[src/masked_byte_pattern_search_core_assert.svh]
// Assertion macros shared by the masked byte pattern search modules.
`ifndef MASKED_BYTE_PATTERN_SEARCH_CORE_ASSERT_SVH
`define MASKED_BYTE_PATTERN_SEARCH_CORE_ASSERT_SVH
`ifndef NO_ASSERTIONS
`define MBPS_ASSERT(lbl, prop) \
  lbl: assert property (@(posedge clk_i) disable iff (!rst_ni) (prop)) \
    else $error("masked byte pattern search: assertion failed");
`define MBPS_ASSERT_NR(lbl, prop) \
  lbl: assert property (@(posedge clk_i) (prop)) \
    else $error("masked byte pattern search: assertion failed");
`else
`define MBPS_ASSERT(lbl, prop)
`define MBPS_ASSERT_NR(lbl, prop)
`endif
`endif

[src/mbps_pkg.sv]
// Types and constants shared by the masked byte pattern search modules.
package mbps_pkg;

  localparam int unsigned MAX_BYTES = 16;
  localparam int unsigned CFG_IDX_BITS = 2;
  localparam int unsigned CFG_DATA_BITS = 64;
  localparam int unsigned LEN_BITS = 5;
  localparam int unsigned RES_OFFSET_BITS = 32;

  localparam logic [15:0] CARE_MASK_RESET = 16'hFFFF;
  localparam logic [LEN_BITS-1:0] PATTERN_LENGTH_RESET = 5'd16;

  typedef enum logic [CFG_IDX_BITS-1:0] {
    REG_PATTERN_LOW    = 2'd0,
    REG_PATTERN_HIGH   = 2'd1,
    REG_CARE_MASK      = 2'd2,
    REG_PATTERN_LENGTH = 2'd3
  } reg_idx_e;

  // Pattern and care bits aligned by distance from the newest byte.
  typedef struct packed {
    logic [MAX_BYTES-1:0][7:0] pat;
    logic [MAX_BYTES-1:0]      care;
    logic [LEN_BITS-1:0]       len;
  } cfg_t;

  typedef struct packed {
    logic                       found;
    logic [RES_OFFSET_BITS-1:0] match_offset;
  } res_t;

endpackage

[src/mbps_cfg.sv]
// Configuration registers and distance alignment of the pattern and care mask.
module mbps_cfg #(
  parameter int unsigned PATTERN_BYTES = 16
) (
  input  logic                                    clk_i,
  input  logic                                    rst_ni,
  input  logic                                    cfg_valid_i,
  input  logic [mbps_pkg::CFG_IDX_BITS-1:0]       cfg_index_i,
  input  logic [mbps_pkg::CFG_DATA_BITS-1:0]      cfg_data_i,
  output mbps_pkg::cfg_t                          cfg_o
);

  localparam int unsigned MB = mbps_pkg::MAX_BYTES;
  localparam int unsigned LB = mbps_pkg::LEN_BITS;

  logic [63:0]   pat_lo_q, pat_hi_q;
  logic [15:0]   care_q;
  logic [LB-1:0] plen_q;

  always_ff @(posedge clk_i or negedge rst_ni) begin
    if (!rst_ni) begin
      pat_lo_q <= '0;
      pat_hi_q <= '0;
      care_q   <= mbps_pkg::CARE_MASK_RESET;
      plen_q   <= mbps_pkg::PATTERN_LENGTH_RESET;
    end else if (cfg_valid_i) begin
      unique case (mbps_pkg::reg_idx_e'(cfg_index_i))
        mbps_pkg::REG_PATTERN_LOW:    pat_lo_q <= cfg_data_i;
        mbps_pkg::REG_PATTERN_HIGH:   pat_hi_q <= cfg_data_i;
        mbps_pkg::REG_CARE_MASK:      care_q   <= cfg_data_i[15:0];
        mbps_pkg::REG_PATTERN_LENGTH: plen_q   <= cfg_data_i[LB-1:0];
        default: ;
      endcase
    end
  end

  logic [MB-1:0][7:0] pbytes, rev_pat;
  logic [MB-1:0]      rev_care;
  logic [LB-1:0]      len_eff;
  logic [LB-1:0]      shift_amt;

  always_comb begin
    pbytes = {pat_hi_q, pat_lo_q};
    if (plen_q == '0) begin
      len_eff = LB'(1);
    end else if (plen_q > LB'(PATTERN_BYTES)) begin
      len_eff = LB'(PATTERN_BYTES);
    end else begin
      len_eff = plen_q;
    end
    for (int k = 0; k < MB; k++) begin
      if (k < PATTERN_BYTES) begin
        rev_pat[k]  = pbytes[PATTERN_BYTES-1-k];
        rev_care[k] = care_q[PATTERN_BYTES-1-k];
      end else begin
        rev_pat[k]  = '0;
        rev_care[k] = 1'b0;
      end
    end
    shift_amt    = LB'(PATTERN_BYTES) - len_eff;
    cfg_o.pat    = rev_pat >> {shift_amt, 3'b000};
    cfg_o.care   = rev_care >> shift_amt;
    cfg_o.len    = len_eff;
  end

endmodule

[src/mbps_scan.sv]
// Byte history, region counter and masked window compare.
`include "masked_byte_pattern_search_core_assert.svh"
module mbps_scan #(
  parameter int unsigned PATTERN_BYTES = 16,
  parameter int unsigned OFFSET_BITS   = 32
) (
  input  logic           clk_i,
  input  logic           rst_ni,
  input  logic           accept_i,
  input  logic [7:0]     data_i,
  input  logic           last_i,
  input  mbps_pkg::cfg_t cfg_i,
  output logic           res_valid_o,
  output mbps_pkg::res_t res_o
);

  localparam int unsigned WIN_DEPTH = (PATTERN_BYTES > 1) ? PATTERN_BYTES - 1 : 1;
  localparam int unsigned LB = mbps_pkg::LEN_BITS;

  logic [WIN_DEPTH-1:0][7:0]     win_q, win_d;
  logic [OFFSET_BITS-1:0]        cnt_q, cnt_d;
  logic                          rep_q, rep_d;
  logic [PATTERN_BYTES-1:0][7:0] hist;
  logic                          match, pos_ok, found_now;
  logic [LB-1:0]                 len_m1;
  logic [OFFSET_BITS-1:0]        diff;

  always_comb begin
    hist[0] = data_i;
    for (int d = 1; d < PATTERN_BYTES; d++) begin
      hist[d] = win_q[d-1];
    end
    match = 1'b1;
    for (int d = 0; d < PATTERN_BYTES; d++) begin
      if (cfg_i.care[d] && (hist[d] != cfg_i.pat[d])) begin
        match = 1'b0;
      end
    end
    len_m1    = cfg_i.len - LB'(1);
    pos_ok    = cnt_q >= OFFSET_BITS'(len_m1);
    diff      = cnt_q - OFFSET_BITS'(len_m1);
    found_now = !rep_q && pos_ok && match;

    res_valid_o        = accept_i && (found_now || (last_i && !rep_q));
    res_o.found        = found_now;
    res_o.match_offset = found_now ? mbps_pkg::RES_OFFSET_BITS'(diff) : '0;

    win_d = win_q;
    cnt_d = cnt_q;
    rep_d = rep_q;
    if (accept_i) begin
      if (last_i) begin
        cnt_d = '0;
        rep_d = 1'b0;
      end else begin
        for (int k = WIN_DEPTH - 1; k > 0; k--) begin
          win_d[k] = win_q[k-1];
        end
        win_d[0] = data_i;
        if (cnt_q != {OFFSET_BITS{1'b1}}) begin
          cnt_d = cnt_q + OFFSET_BITS'(1);
        end
        rep_d = rep_q | found_now;
      end
    end
  end

  always_ff @(posedge clk_i) begin
    win_q <= win_d;
  end

  always_ff @(posedge clk_i or negedge rst_ni) begin
    if (!rst_ni) begin
      cnt_q <= '0;
      rep_q <= 1'b0;
    end else begin
      cnt_q <= cnt_d;
      rep_q <= rep_d;
    end
  end

  `MBPS_ASSERT(a_last_clears, accept_i && last_i |=> (cnt_q == '0) && !rep_q)
  `MBPS_ASSERT(a_one_result, rep_q |-> !res_valid_o)
  `MBPS_ASSERT(a_found_marks, accept_i && found_now && !last_i |=> rep_q)

endmodule

[src/masked_byte_pattern_search_core.sv]
// Top level of the masked byte pattern search with its output register.
//
// The input stream carries one byte per beat in s_axis_tdata_i, with
// s_axis_tlast_i marking the final byte of a region. The block keeps the
// most recent bytes and compares them in parallel with the configured
// pattern under the care mask, so one byte is taken per cycle unless stalled.
// At the first match one result beat leaves on the output stream with
// m_axis_tuser_o set and the start offset in m_axis_tdata_o; a region that
// ends without a match gives one beat with both cleared. After the final
// byte the scan state clears for the next region.
// A result appears on the output in the cycle after the byte that causes it
// is accepted; throughput is one byte per cycle unless stalled, set by the
// combinational window compare between history and output registers.
// When the receiver stalls, the result waits in the output register and
// the input is held off until that beat has been taken.
// Reset clears the scan state, empties the output register and restores
// the register defaults. Configuration writes on the cfg channel are
// always accepted and are meant for times when the block is idle.
`include "masked_byte_pattern_search_core_assert.svh"
module masked_byte_pattern_search_core #(
  parameter int unsigned PATTERN_BYTES = 16,
  parameter int unsigned OFFSET_BITS   = 32
) (
  input  logic        clk_i,
  input  logic        rst_ni,
  input  logic        s_axis_tvalid_i,
  output logic        s_axis_tready_o,
  input  logic [7:0]  s_axis_tdata_i,   // [7:0] data_byte
  input  logic        s_axis_tlast_i,
  output logic        m_axis_tvalid_o,
  input  logic        m_axis_tready_i,
  output logic [31:0] m_axis_tdata_o,   // [31:0] match_offset
  output logic [0:0]  m_axis_tuser_o,   // [0] found
  input  logic        cfg_valid_i,
  output logic        cfg_ready_o,
  input  logic [mbps_pkg::CFG_IDX_BITS-1:0]  cfg_index_i,
  input  logic [mbps_pkg::CFG_DATA_BITS-1:0] cfg_data_i
);

  mbps_pkg::cfg_t cfg;
  mbps_pkg::res_t res, out_q, out_d;
  logic           res_valid;
  logic           out_valid_q, out_valid_d;
  logic           accept;

  assign cfg_ready_o     = 1'b1;
  assign s_axis_tready_o = !out_valid_q || m_axis_tready_i;
  assign accept          = s_axis_tvalid_i && s_axis_tready_o;

  mbps_cfg #(
    .PATTERN_BYTES(PATTERN_BYTES)
  ) u_cfg (
    .clk_i      (clk_i),
    .rst_ni     (rst_ni),
    .cfg_valid_i(cfg_valid_i),
    .cfg_index_i(cfg_index_i),
    .cfg_data_i (cfg_data_i),
    .cfg_o      (cfg)
  );

  mbps_scan #(
    .PATTERN_BYTES(PATTERN_BYTES),
    .OFFSET_BITS  (OFFSET_BITS)
  ) u_scan (
    .clk_i      (clk_i),
    .rst_ni     (rst_ni),
    .accept_i   (accept),
    .data_i     (s_axis_tdata_i),
    .last_i     (s_axis_tlast_i),
    .cfg_i      (cfg),
    .res_valid_o(res_valid),
    .res_o      (res)
  );

  always_comb begin
    out_valid_d = out_valid_q;
    out_d       = out_q;
    if (out_valid_q && m_axis_tready_i) begin
      out_valid_d = 1'b0;
    end
    if (res_valid) begin
      out_valid_d = 1'b1;
      out_d       = res;
    end
  end

  always_ff @(posedge clk_i) begin
    out_q <= out_d;
  end

  always_ff @(posedge clk_i or negedge rst_ni) begin
    if (!rst_ni) begin
      out_valid_q <= 1'b0;
    end else begin
      out_valid_q <= out_valid_d;
    end
  end

  assign m_axis_tvalid_o   = out_valid_q;
  assign m_axis_tdata_o    = out_q.match_offset;
  assign m_axis_tuser_o[0] = out_q.found;

  `MBPS_ASSERT(a_full_blocks_input, out_valid_q && !m_axis_tready_i |-> !s_axis_tready_o)
  `MBPS_ASSERT(a_miss_zero_offset, out_valid_q && !out_q.found |-> out_q.match_offset == '0)
  `MBPS_ASSERT(a_taken_empties, out_valid_q && m_axis_tready_i && !res_valid |=> !out_valid_q)
  `MBPS_ASSERT_NR(a_reset_empty, !rst_ni |-> !m_axis_tvalid_o)

endmodule

[config.mk]
export PLATFORM = sky130hd
export DESIGN_NAME = masked_byte_pattern_search_core
export DESIGN_NICKNAME = d
export VERILOG_FILES = /design/src/mbps_pkg.sv /design/src/mbps_cfg.sv /design/src/mbps_scan.sv /design/src/masked_byte_pattern_search_core.sv
export VERILOG_INCLUDE_DIRS = /design/src /design/src/src
export SDC_FILE = /design/constraint.sdc
export NUM_CORES = 1
export LEC_CHECK = 0
export BUFFER_PORTS_ARGS = -buffer_cell sky130_fd_sc_hd__buf_2
export CAP_MARGIN = 0
export CORE_ASPECT_RATIO = 1.1
export CORE_MARGIN = 8
export CORE_UTILIZATION = 25
export DETAILED_ROUTE_END_ITERATION = 12
export PLACE_DENSITY = 0.48
export SYNTH_ARGS = -nofsm -noshare
export SYNTH_HDL_FRONTEND = slang
export SYNTH_SLANG_ARGS = --single-unit
[constraint.sdc]
create_clock -name clk_i -period 19.1 [get_ports clk_i]
set_input_delay 1.91 -clock clk_i [delete_from_list [all_inputs] [get_ports clk_i]]
set_output_delay 1.91 -clock clk_i [all_outputs]
set_load 0.1 [all_outputs]
After elaboration in Yosys (flattened, before gate mapping)
Cells that the tools add are included.
- $add $sub $neg: 4
- $lt $le $gt $ge: 2
- equality and inequality tests: 20
- shifts and indexed selects: 2
- mux-type cells: 23
- bitwise gates (word level): 2
- reductions and logical operators: 36
- operator list (operator ; count):
    inequality test 8 bit ; 16
    right shift 128 x 8 -> 128 bit ; 1
    two-way mux 32 bit ; 2
    adder 32 x 1 -> 32 bit, second input constant ; 1
    >= comparator 32 x 5 -> 1 bit ; 1
    inequality test 32 bit, second input constant ; 1
    subtractor 32 x 5 -> 32 bit ; 1
    logical AND 1 bit ; 22
    two-way mux 1 bit ; 19
    right shift 16 x 5 -> 16 bit ; 1
    AND reduction 2 bit ; 6
    two-way mux 5 bit ; 2
    > comparator 5 bit, second input constant ; 1
    logical NOT 5 bit ; 1
    subtractor 5 x 1 -> 5 bit, second input constant ; 1
    subtractor 5 bit, first input constant ; 1
    == test 2 bit, second input constant ; 2
    nonzero test 2 bit ; 2
    == test 2 x 1 -> 1 bit, second input constant ; 1
    logical NOT 1 bit ; 2
    logical NOT 2 bit ; 1
    logical OR 1 bit ; 2
    NOT 1 bit ; 1
    OR 1 bit ; 1
- register bits: 336
- output and inout bits: 36
- logic and storage cells: 113

Depth between registers and ports, before layout
Gate-level depths: netlist (run 1).
- depth after elaboration: 27
- mapped depth: 28
- gate-level depth less buffers: 19

Modules after synthesis
A second synthesis (run 1) with hierarchy kept.
- cells, all modules: 1677
- area, all modules: 20089.3 µm²
- modules (own cells, without submodules) (module ; times used ; cells each ; area each (µm²)):
    mbps_cfg ; 1 ; 956 ; 10990.5
    mbps_scan ; 1 ; 682 ; 8042.7
    masked_byte_pattern_search_core ; 1 ; 39 ; 1056.0

Least setup slack after synthesis (run 1)
Ideal clock, no wire load.
- path kind: input to register
- from: input m_axis_tready_i
- to: register u_scan.win_q, in the netlist u_scan.hist[100] (enable)
- library setup time: 0.601 ns
- data arrival time: 8.007 ns
- setup slack: 10.492 ns
- cell stages on the path: 3
- buffers on the path: 0
- cells stage by stage: nand2b_1 > nand2_1 > nor2_1
- word-level cells in the longest chain between the ends: 3
- RTL lines (element ; line ; source):
    from (decl) ; masked_byte_pattern_search_core.sv:31 ; input logic m_axis_tready_i,
    logical OR 1 bit ; masked_byte_pattern_search_core.sv:47 ; assign s_axis_tready_o = !out_valid_q || m_axis_tready_i;
    logical AND 1 bit ; masked_byte_pattern_search_core.sv:48 ; assign accept = s_axis_tvalid_i && s_axis_tready_o;
    AND reduction 2 bit (no line) ; -- ;
    to (signal assigned) ; mbps_scan.sv:69 ; win_q <= win_d;
    to (decl) ; mbps_scan.sv:20 ; logic [WIN_DEPTH-1:0][7:0] win_q, win_d;
No other way between the ends.
A chain may end at the register's enable or synchronous reset.

Worst setup path after layout (run 1)
- from: register u_cfg.plen_q[4]
- to: register out_q, in the netlist m_axis_tdata_o[8] (enable)
- word-level cells in the longest chain between the ends: 26
- elaborated cells between the ends (all ways): 61
- classes of those cells: add/sub: 2; order compare: 2; eq/ne: 16; shift: 2; mux: 18; reduce/logical: 21
- RTL lines (element ; line ; source):
    from (decl) ; mbps_cfg.sv:18 ; logic [LB-1:0] plen_q;
    from (signal assigned) ; mbps_cfg.sv:25 ; plen_q <= mbps_pkg::PATTERN_LENGTH_RESET;
    from (signal assigned) ; mbps_cfg.sv:31 ; mbps_pkg::REG_PATTERN_LENGTH: plen_q <= cfg_data_i[LB-1:0];
    > comparator 5 bit ; mbps_cfg.sv:46 ; end else if (plen_q > LB'(PATTERN_BYTES)) begin
    two-way mux 5 bit ; mbps_cfg.sv:46 ;
    two-way mux 5 bit * ; mbps_cfg.sv:44 ; if (plen_q == '0) begin
    subtractor 5 bit ; mbps_cfg.sv:60 ; shift_amt = LB'(PATTERN_BYTES) - len_eff;
    right shift 128 x 8 -> 128 bit ; mbps_cfg.sv:61 ; cfg_o.pat = rev_pat >> {shift_amt, 3'b000};
    inequality test 8 bit ; mbps_scan.sv:35 ; if (cfg_i.care[d] && (hist[d] != cfg_i.pat[d])) begin
    logical AND 1 bit ; mbps_scan.sv:35 ;
    two-way mux 1 bit (16 in a row) ; mbps_scan.sv:35 ;
    logical AND 1 bit * ; mbps_scan.sv:42 ; found_now = !rep_q && pos_ok && match;
    logical OR 1 bit * ; mbps_scan.sv:44 ; res_valid_o = accept_i && (found_now || (last_i && !rep_q));
    logical AND 1 bit * ; mbps_scan.sv:44 ;
    to (signal assigned) ; masked_byte_pattern_search_core.sv:88 ; out_q <= out_d;
    to (decl) ; masked_byte_pattern_search_core.sv:41 ; mbps_pkg::res_t res, out_q, out_d;
Every way passes the cells marked *; elsewhere a longest branch is shown, timed or not.

==> impl_metrics.ini, run 1 <==
[run_status]
status = finished clean

[clocking]
clkTransAtPathRegs_ps = 60
insertion_delay_ps = 570
cts_sinks = 336
cts_hold_buf = 0
cts-root-buf = clkbuf_16
cts_resized = 0
cts_setup_buffers = 0
numCtsBuffers = 41
clk_path_buf_depth = 3
tritoncts = done
htree_levels = 2

[worst_setup_path]
worstSetupPathType = flop to flop
r2r_slack_ps = 10030
r2r_end = m_axis_tdata_o[8]
critical_path_required_ps = 19280
r2r_start = u_cfg.plen_q[4]
cp-start-kind = flop
reg2reg_depth = 17
cp_max_fo = 106
cp.arrival_ps = 9250
cp-end-kind = flop

[sta]
setup_ws_ps = 10030
rsz0062_at_grt = no
drv_slew = 0
hold_violations = 0
max_slew_margin_pct = 22.32
skew_ps = 18.95
max_slew.worst_pin.slew_ps = 1165
setup_viol = 0
finalSetupTns_ps = 0
layout_worst_path_cycle_share_pct = 47.47
period_needed_ps = 9066
fmax_mhz = 110.3

[synth]
avgSynthCellArea_sq_um = 10.53
synth_cells = 2062
yosys_warnings = 0
synth_area_sq_um = 21700
async_flop_share_pct = 54.46
synth_flop_cell = dfrtp_1
synth-edff-count = 153
synth_area_leaders = edfxtp_1 (21%), dfrtp_1 (19%), mux2_2 (7.3%), mux4_2 (5.6%), nand2_1 (3.0%)
seq_area_frac_synth_pct = 42.37
synth_top_area_share_pct = 21.17
synth-seq-cells = 336
synth_area_leader_cell = edfxtp_1
synth_nets = 2150
yosysUniqueCellTypes = 95

[power_and_ir_drop]
p_per_area_nw_per_um2 = 140.8
p_sw_w = 0.001582
switching_share_pct = 45.51
pwr-share-seq_pct = 27.9
ir_worst_vdd_v = 0.00007231
pwr-share-comb_pct = 49.7
p_clk_share_pct = 22.4
power.leakage_nw = 9.213
p_int_w = 0.001894

[floorplanning]
row_count = 113
die_area_sq_um = 96510
core_area_sq_um = 86250
ios = 116
die_h_um = 325.0
start_util_pct = 25.16
dieWidth_um = 296.9

[placement]
dp_hpwl_um = 71030
post-place-cells = 3221
place.port_buffers = 114
place_area_sq_um = 23360
place_ws_ps = 10150
place.gp.congestion = 1.042

[hold_path]
min_path_type = flop to flop
min-delay-start = u_scan.hist[12]
holdPathEnd = u_scan.hist[20]
worstHoldPathCells = 0

[cells_and_area]
final_cell_area_sq_um = 24690
final_common_cell = nand2_1
most-common-layout-cells = nand2_1 (173), dfrtp_1 (166), edfxtp_1 (153)
antennaDiodeCount = 0
layout-drive-gt1-share_pct = 22.84
layout.area.seq_sq_um = 9195
layout.nets = 2202
multi_input_area_sq_um = 11720
syn_to_final_growth_pct = 13.77
fin_cells = 3295
fill_cells = 9071

[drt]
dr.pass1.iters = 6
route.detailed.drc = 0
wl_per_cell_um = 28.48
routed-wl-met3_um = 6598
drtAntennaViolNets = 0
wl_met1_um = 39760
routed_wl_um = 93840
drt_iter0_markers = 1871
route.met2.wl_um = 41570
via_count = 18477
vias_per_cell = 5.608
top_layer = met4

[global_route]
grt_pass1_wl_um = 133300
overflow = 0
grt_pass1_vias = 17823
antenna_found_initial = 1
grt_max_degree = 112
grt.total_usage_pct = 18.54

[run]
cap_viol_max_count = 0
==> how the worst max path moves through the flow <==
stage | start | end | slack, ps | cells past startpoint
finish | u_cfg.plen_q[4] | m_axis_tdata_o[8] | 10030 | 17
global route | u_cfg.plen_q[4] | m_axis_tdata_o[22] | 9630 | 17
CTS | u_cfg.plen_q[4] | m_axis_tdata_o[15] | 10130 | 17
detailed placement | u_cfg.plen_q[4] | m_axis_tdata_o[7] | 10150 | 17
global placement | u_cfg.plen_q[4] | m_axis_tdata_o[10] | 10350 | 17
floorplan | m_axis_tready_i | u_scan.hist[100] | 10490 | 3
==> cell usage after synthesis (all sizes together), types with 20 or more instances <==
cell	instances
mux4	58
inv	36
dfrtp	166
mux2i	39
nor3	52
and3	27
clkbuf	84
nor4	20
mux2	141
a21oi	77
or3	24
nand2b	76
a211oi	56
o22ai	26
nor2	132
nand2	174
xnor2	42
a22oi	79
xor2	52
a221oi	21
o21ai	62
nand3	53
buf	60
edfxtp	153
==> power groups by stage <==
| stage | logic [W] | clock network [W] | registers (W) |
|---|---|---|---|
| after floorplan | 0.00107 | 0 | 0.000943 |
| after global placement | 0.00167 | 0 | 0.000977 |
| after detailed placement | 0.00168 | 0 | 0.000981 |
| after CTS | 0.00168 | 0.000803 | 0.000968 |
| after global routing | 0.00180 | 0.000832 | 0.000977 |
| final | 0.00173 | 0.000777 | 0.000970 |
==> flip-flops by register name (all words and copies together) (netlist names) <==
signal	count
m_axis_tuser_o	1
m_axis_tvalid_o	1
u_scan.hist	120
u_cfg.plen_q	5
u_cfg.pat_hi_q	64
u_scan.rep_q	1
u_cfg.pat_lo_q	64
m_axis_tdata_o	32
u_cfg.care_q	16
u_scan.cnt_q	32
==> final cells by class <==
type	count	share of cell area [%]
clock buffer	54	4.596
clock inverter	20	0.7803
inverter	37	0.5726
tap	1150	5.827
timing repair buffer	153	3.532
multi-input combinational	1545	47.45
sequential	336	37.24
==> through the flow <==
stage	total power (W)	utilization, %	hold WS, ps
floorplan	0.002013	-	426.4
global route	0.003604	28.63	489.2
detailed placement	0.002658	27.09	466.4
global placement	0.002649	27.09	450.9
finish	0.003476	28.63	474.3
CTS	0.003453	28.63	484.3
==> per-layer routing <==
layer | GRT usage (%) | vias up
met2 | 28.93 | 859
met5 | 0 | -
met1 | 24.34 | 9329
met3 | 3.300 | 203
li1 | - | 8086
met4 | 9.871 | 0
==> logic make-up (layout without fill, tap and decap cells) <==
| logic type | count (synthesis) | after routing | synth area share [%] |
|---|---|---|---|
| AO/OA/AOI/OAI | 534 | 534 | 18.11 |
| XOR/XNOR | 94 | 94 | 3.793 |
| adder cells (fa/ha/maj) | 8 | 8 | 0.4958 |
| buffers and inverters | 181 | 264 | 3.943 |
| flip-flops | 336 | 336 | 42.37 |
| multiplexers | 238 | 238 | 15.20 |
| other | 1 | 1 | 0.01728 |
| AND/OR/NAND/NOR | 670 | 670 | 16.07 |
==> worst max-delay path, stage by stage (launching register included) <==
cell and delay [ps]:
dfstp_2 450, or4_2 770, nand2_8 370, inv_4 370
ha_4 570, buf_4 800, buf_4 900, nand2b_1 230
a211oi_1 100, o21ai_0 640, o221ai_1 430, xor2_1 240
nor4_1 300, and4_1 320, o2111ai_1 230, and4bb_2 460
nand3_4 390, a21oi_4 930
No activity file was read; power rests on OpenSTA's default activity.
==> run 2: changes to the inputs <==
Clock period 19.1 ns to 8.6 ns, I/O delays scaled along.
==> impl_metrics.ini, run 2 (synthesis gave the netlist of run 1 again) <==
[run_status]
status = finished clean

[clocking]
clk_path_buf_depth = 3
cts-root-buf = clkbuf_16
insertion_delay_ps = 570
numCtsBuffers = 40
cts_hold_buf = 0
cts_setup_buffers = 0
htree_levels = 2
cts_sinks = 336
clkTransAtPathRegs_ps = 60
cts_resized = 0
tritoncts = done

[global_route]
grt.total_usage_pct = 18.66
grt_pass1_wl_um = 134400
antenna_found_initial = 2
overflow = 0
grt_max_degree = 109
grt_pass1_vias = 17876

[drt]
drtAntennaViolNets = 0
routed_wl_um = 94590
drt_iter0_markers = 1823
dr.pass1.iters = 5
route.detailed.drc = 0
via_count = 18650
wl_per_cell_um = 28.62
vias_per_cell = 5.643

[sta]
fmax_mhz = 145.8
period_needed_ps = 6860
drv_slew = 0
skew_ps = 29.67
finalSetupTns_ps = 0
setup_viol = 0
max_slew.worst_pin.slew_ps = 1277
hold_violations = 0
layout_worst_path_cycle_share_pct = 79.76
max_slew_margin_pct = 14.55
rsz0062_at_grt = no
timing.hold.ws_ps = 421.0

[cells_and_area]
layout.nets = 2210
most-common-layout-cells = nand2_1 (173), dfrtp_1 (166), edfxtp_1 (153)
syn_to_final_growth_pct = 14.31
fin_cells = 3305
final_common_cell = nand2_1
final_cell_area_sq_um = 24810
final_core_util_pct = 28.77
largest_reg_flops = 120
layout-drive-gt1-share_pct = 22.89

[worst_setup_path]
reg2reg_depth = 17
worstSetupPathType = flop to flop
cp.arrival_ps = 7060
cp_max_fo = 79
startpoint = u_cfg.plen_q[4]
cpPeakStageDelay_ps = 920
path_common_cell = buf_4
r2r_end = m_axis_tdata_o[30]
cp-start-kind = flop
cp_slowest_cell = nor2_1
r2r_start = u_cfg.plen_q[4]
r2r_slack_ps = 1740
critical_path_required_ps = 8800
path_cells = or4_2, nand2_8, inv_4, ha_4, nand2b_1, a22oi_1, nor2_1, o22ai_1, xor2_1, nor4_1, buf_4, a21oi_1, a41oi_1, a41o_1, nand3_4, a21oi_4, buf_4
crit_path_end = m_axis_tdata_o[30]
cp-end-kind = flop

[placement]
place_area_sq_um = 23440
post-place-cells = 3230
place.gp.congestion = 0.9676
place.port_buffers = 114
dp_hpwl_um = 71770

[floorplanning]
die_h_um = 325.0
row_count = 113
core_area_sq_um = 86250
die_area_sq_um = 96510
ios = 116
dieWidth_um = 296.9
start_util_pct = 25.16

[power_and_ir_drop]
p_per_area_nw_per_um2 = 314.5
ir_worst_vdd_v = 0.0001655
power.leakage_nw = 9.261

[run]
cap_viol_max_count = 0

[hold_path]
min_path_type = input port to asynchronous set/reset pin
-- run 2: area by class of cell --
type / instances / area (sq um)
Fill cell: 9047 / 61440
Multi-Input combinational cell: 1545 / 11720
Sequential cell: 336 / 9195
Tap cell: 1150 / 1439
Clock buffer: 63 / 1189
Timing Repair Buffer: 162 / 952.2
Clock inverter: 11 / 173.9
Inverter: 37 / 141.4
Antenna cell: 1 / 2.502
-- run 2: report_power, final --
part	total, W	switching (W)	internal, W
Combinational	0.00386	0.00253	0.00133
Sequential	0.00218	0.000308	0.00187
Clock	0.00176	0.000688	0.00107
-- run 2: metal layers --
metal | vias up | track usage, % | wire [um]
met3 | 201 | 2.761 | 5981
met2 | 889 | 28.78 | 41930
met4 | 0 | 10.67 | 6264
met5 | - | 0 | 0
li1 | 8122 | - | -
met1 | 9438 | 24.82 | 40410
-- run 2: worst min-delay path by stage --
stage | start | to | slack [ps]
floorplan | u_scan.hist[12] | u_scan.hist[20] | 430
CTS | rst_ni | u_cfg.pat_lo_q[56] | 440
finish | rst_ni | u_cfg.pat_hi_q[21] | 420
global route | u_scan.hist[12] | u_scan.hist[20] | 470
detailed placement | u_scan.hist[12] | u_scan.hist[20] | 450
global placement | u_scan.hist[12] | u_scan.hist[20] | 440
-- run 2: critical path: cells and delay by family (launching register included) --
kind            cells  cell delay, ps
simple gates        6            2960
flops               1             450
compound gates      6            1290
buf+inv             3             670
fa+ha+maj           1             800
xor+xnor            1             230
-- run 2: through the flow --
step	total power, W	setup slack (ps)
2_1_floorplan	0.004471	1042
3_3_place_gp	0.005928	1854
3_5_place_dp	0.005949	1805
4_1_cts	0.007743	1762
5_1_grt	0.008074	1516
6_report	0.007802	1740
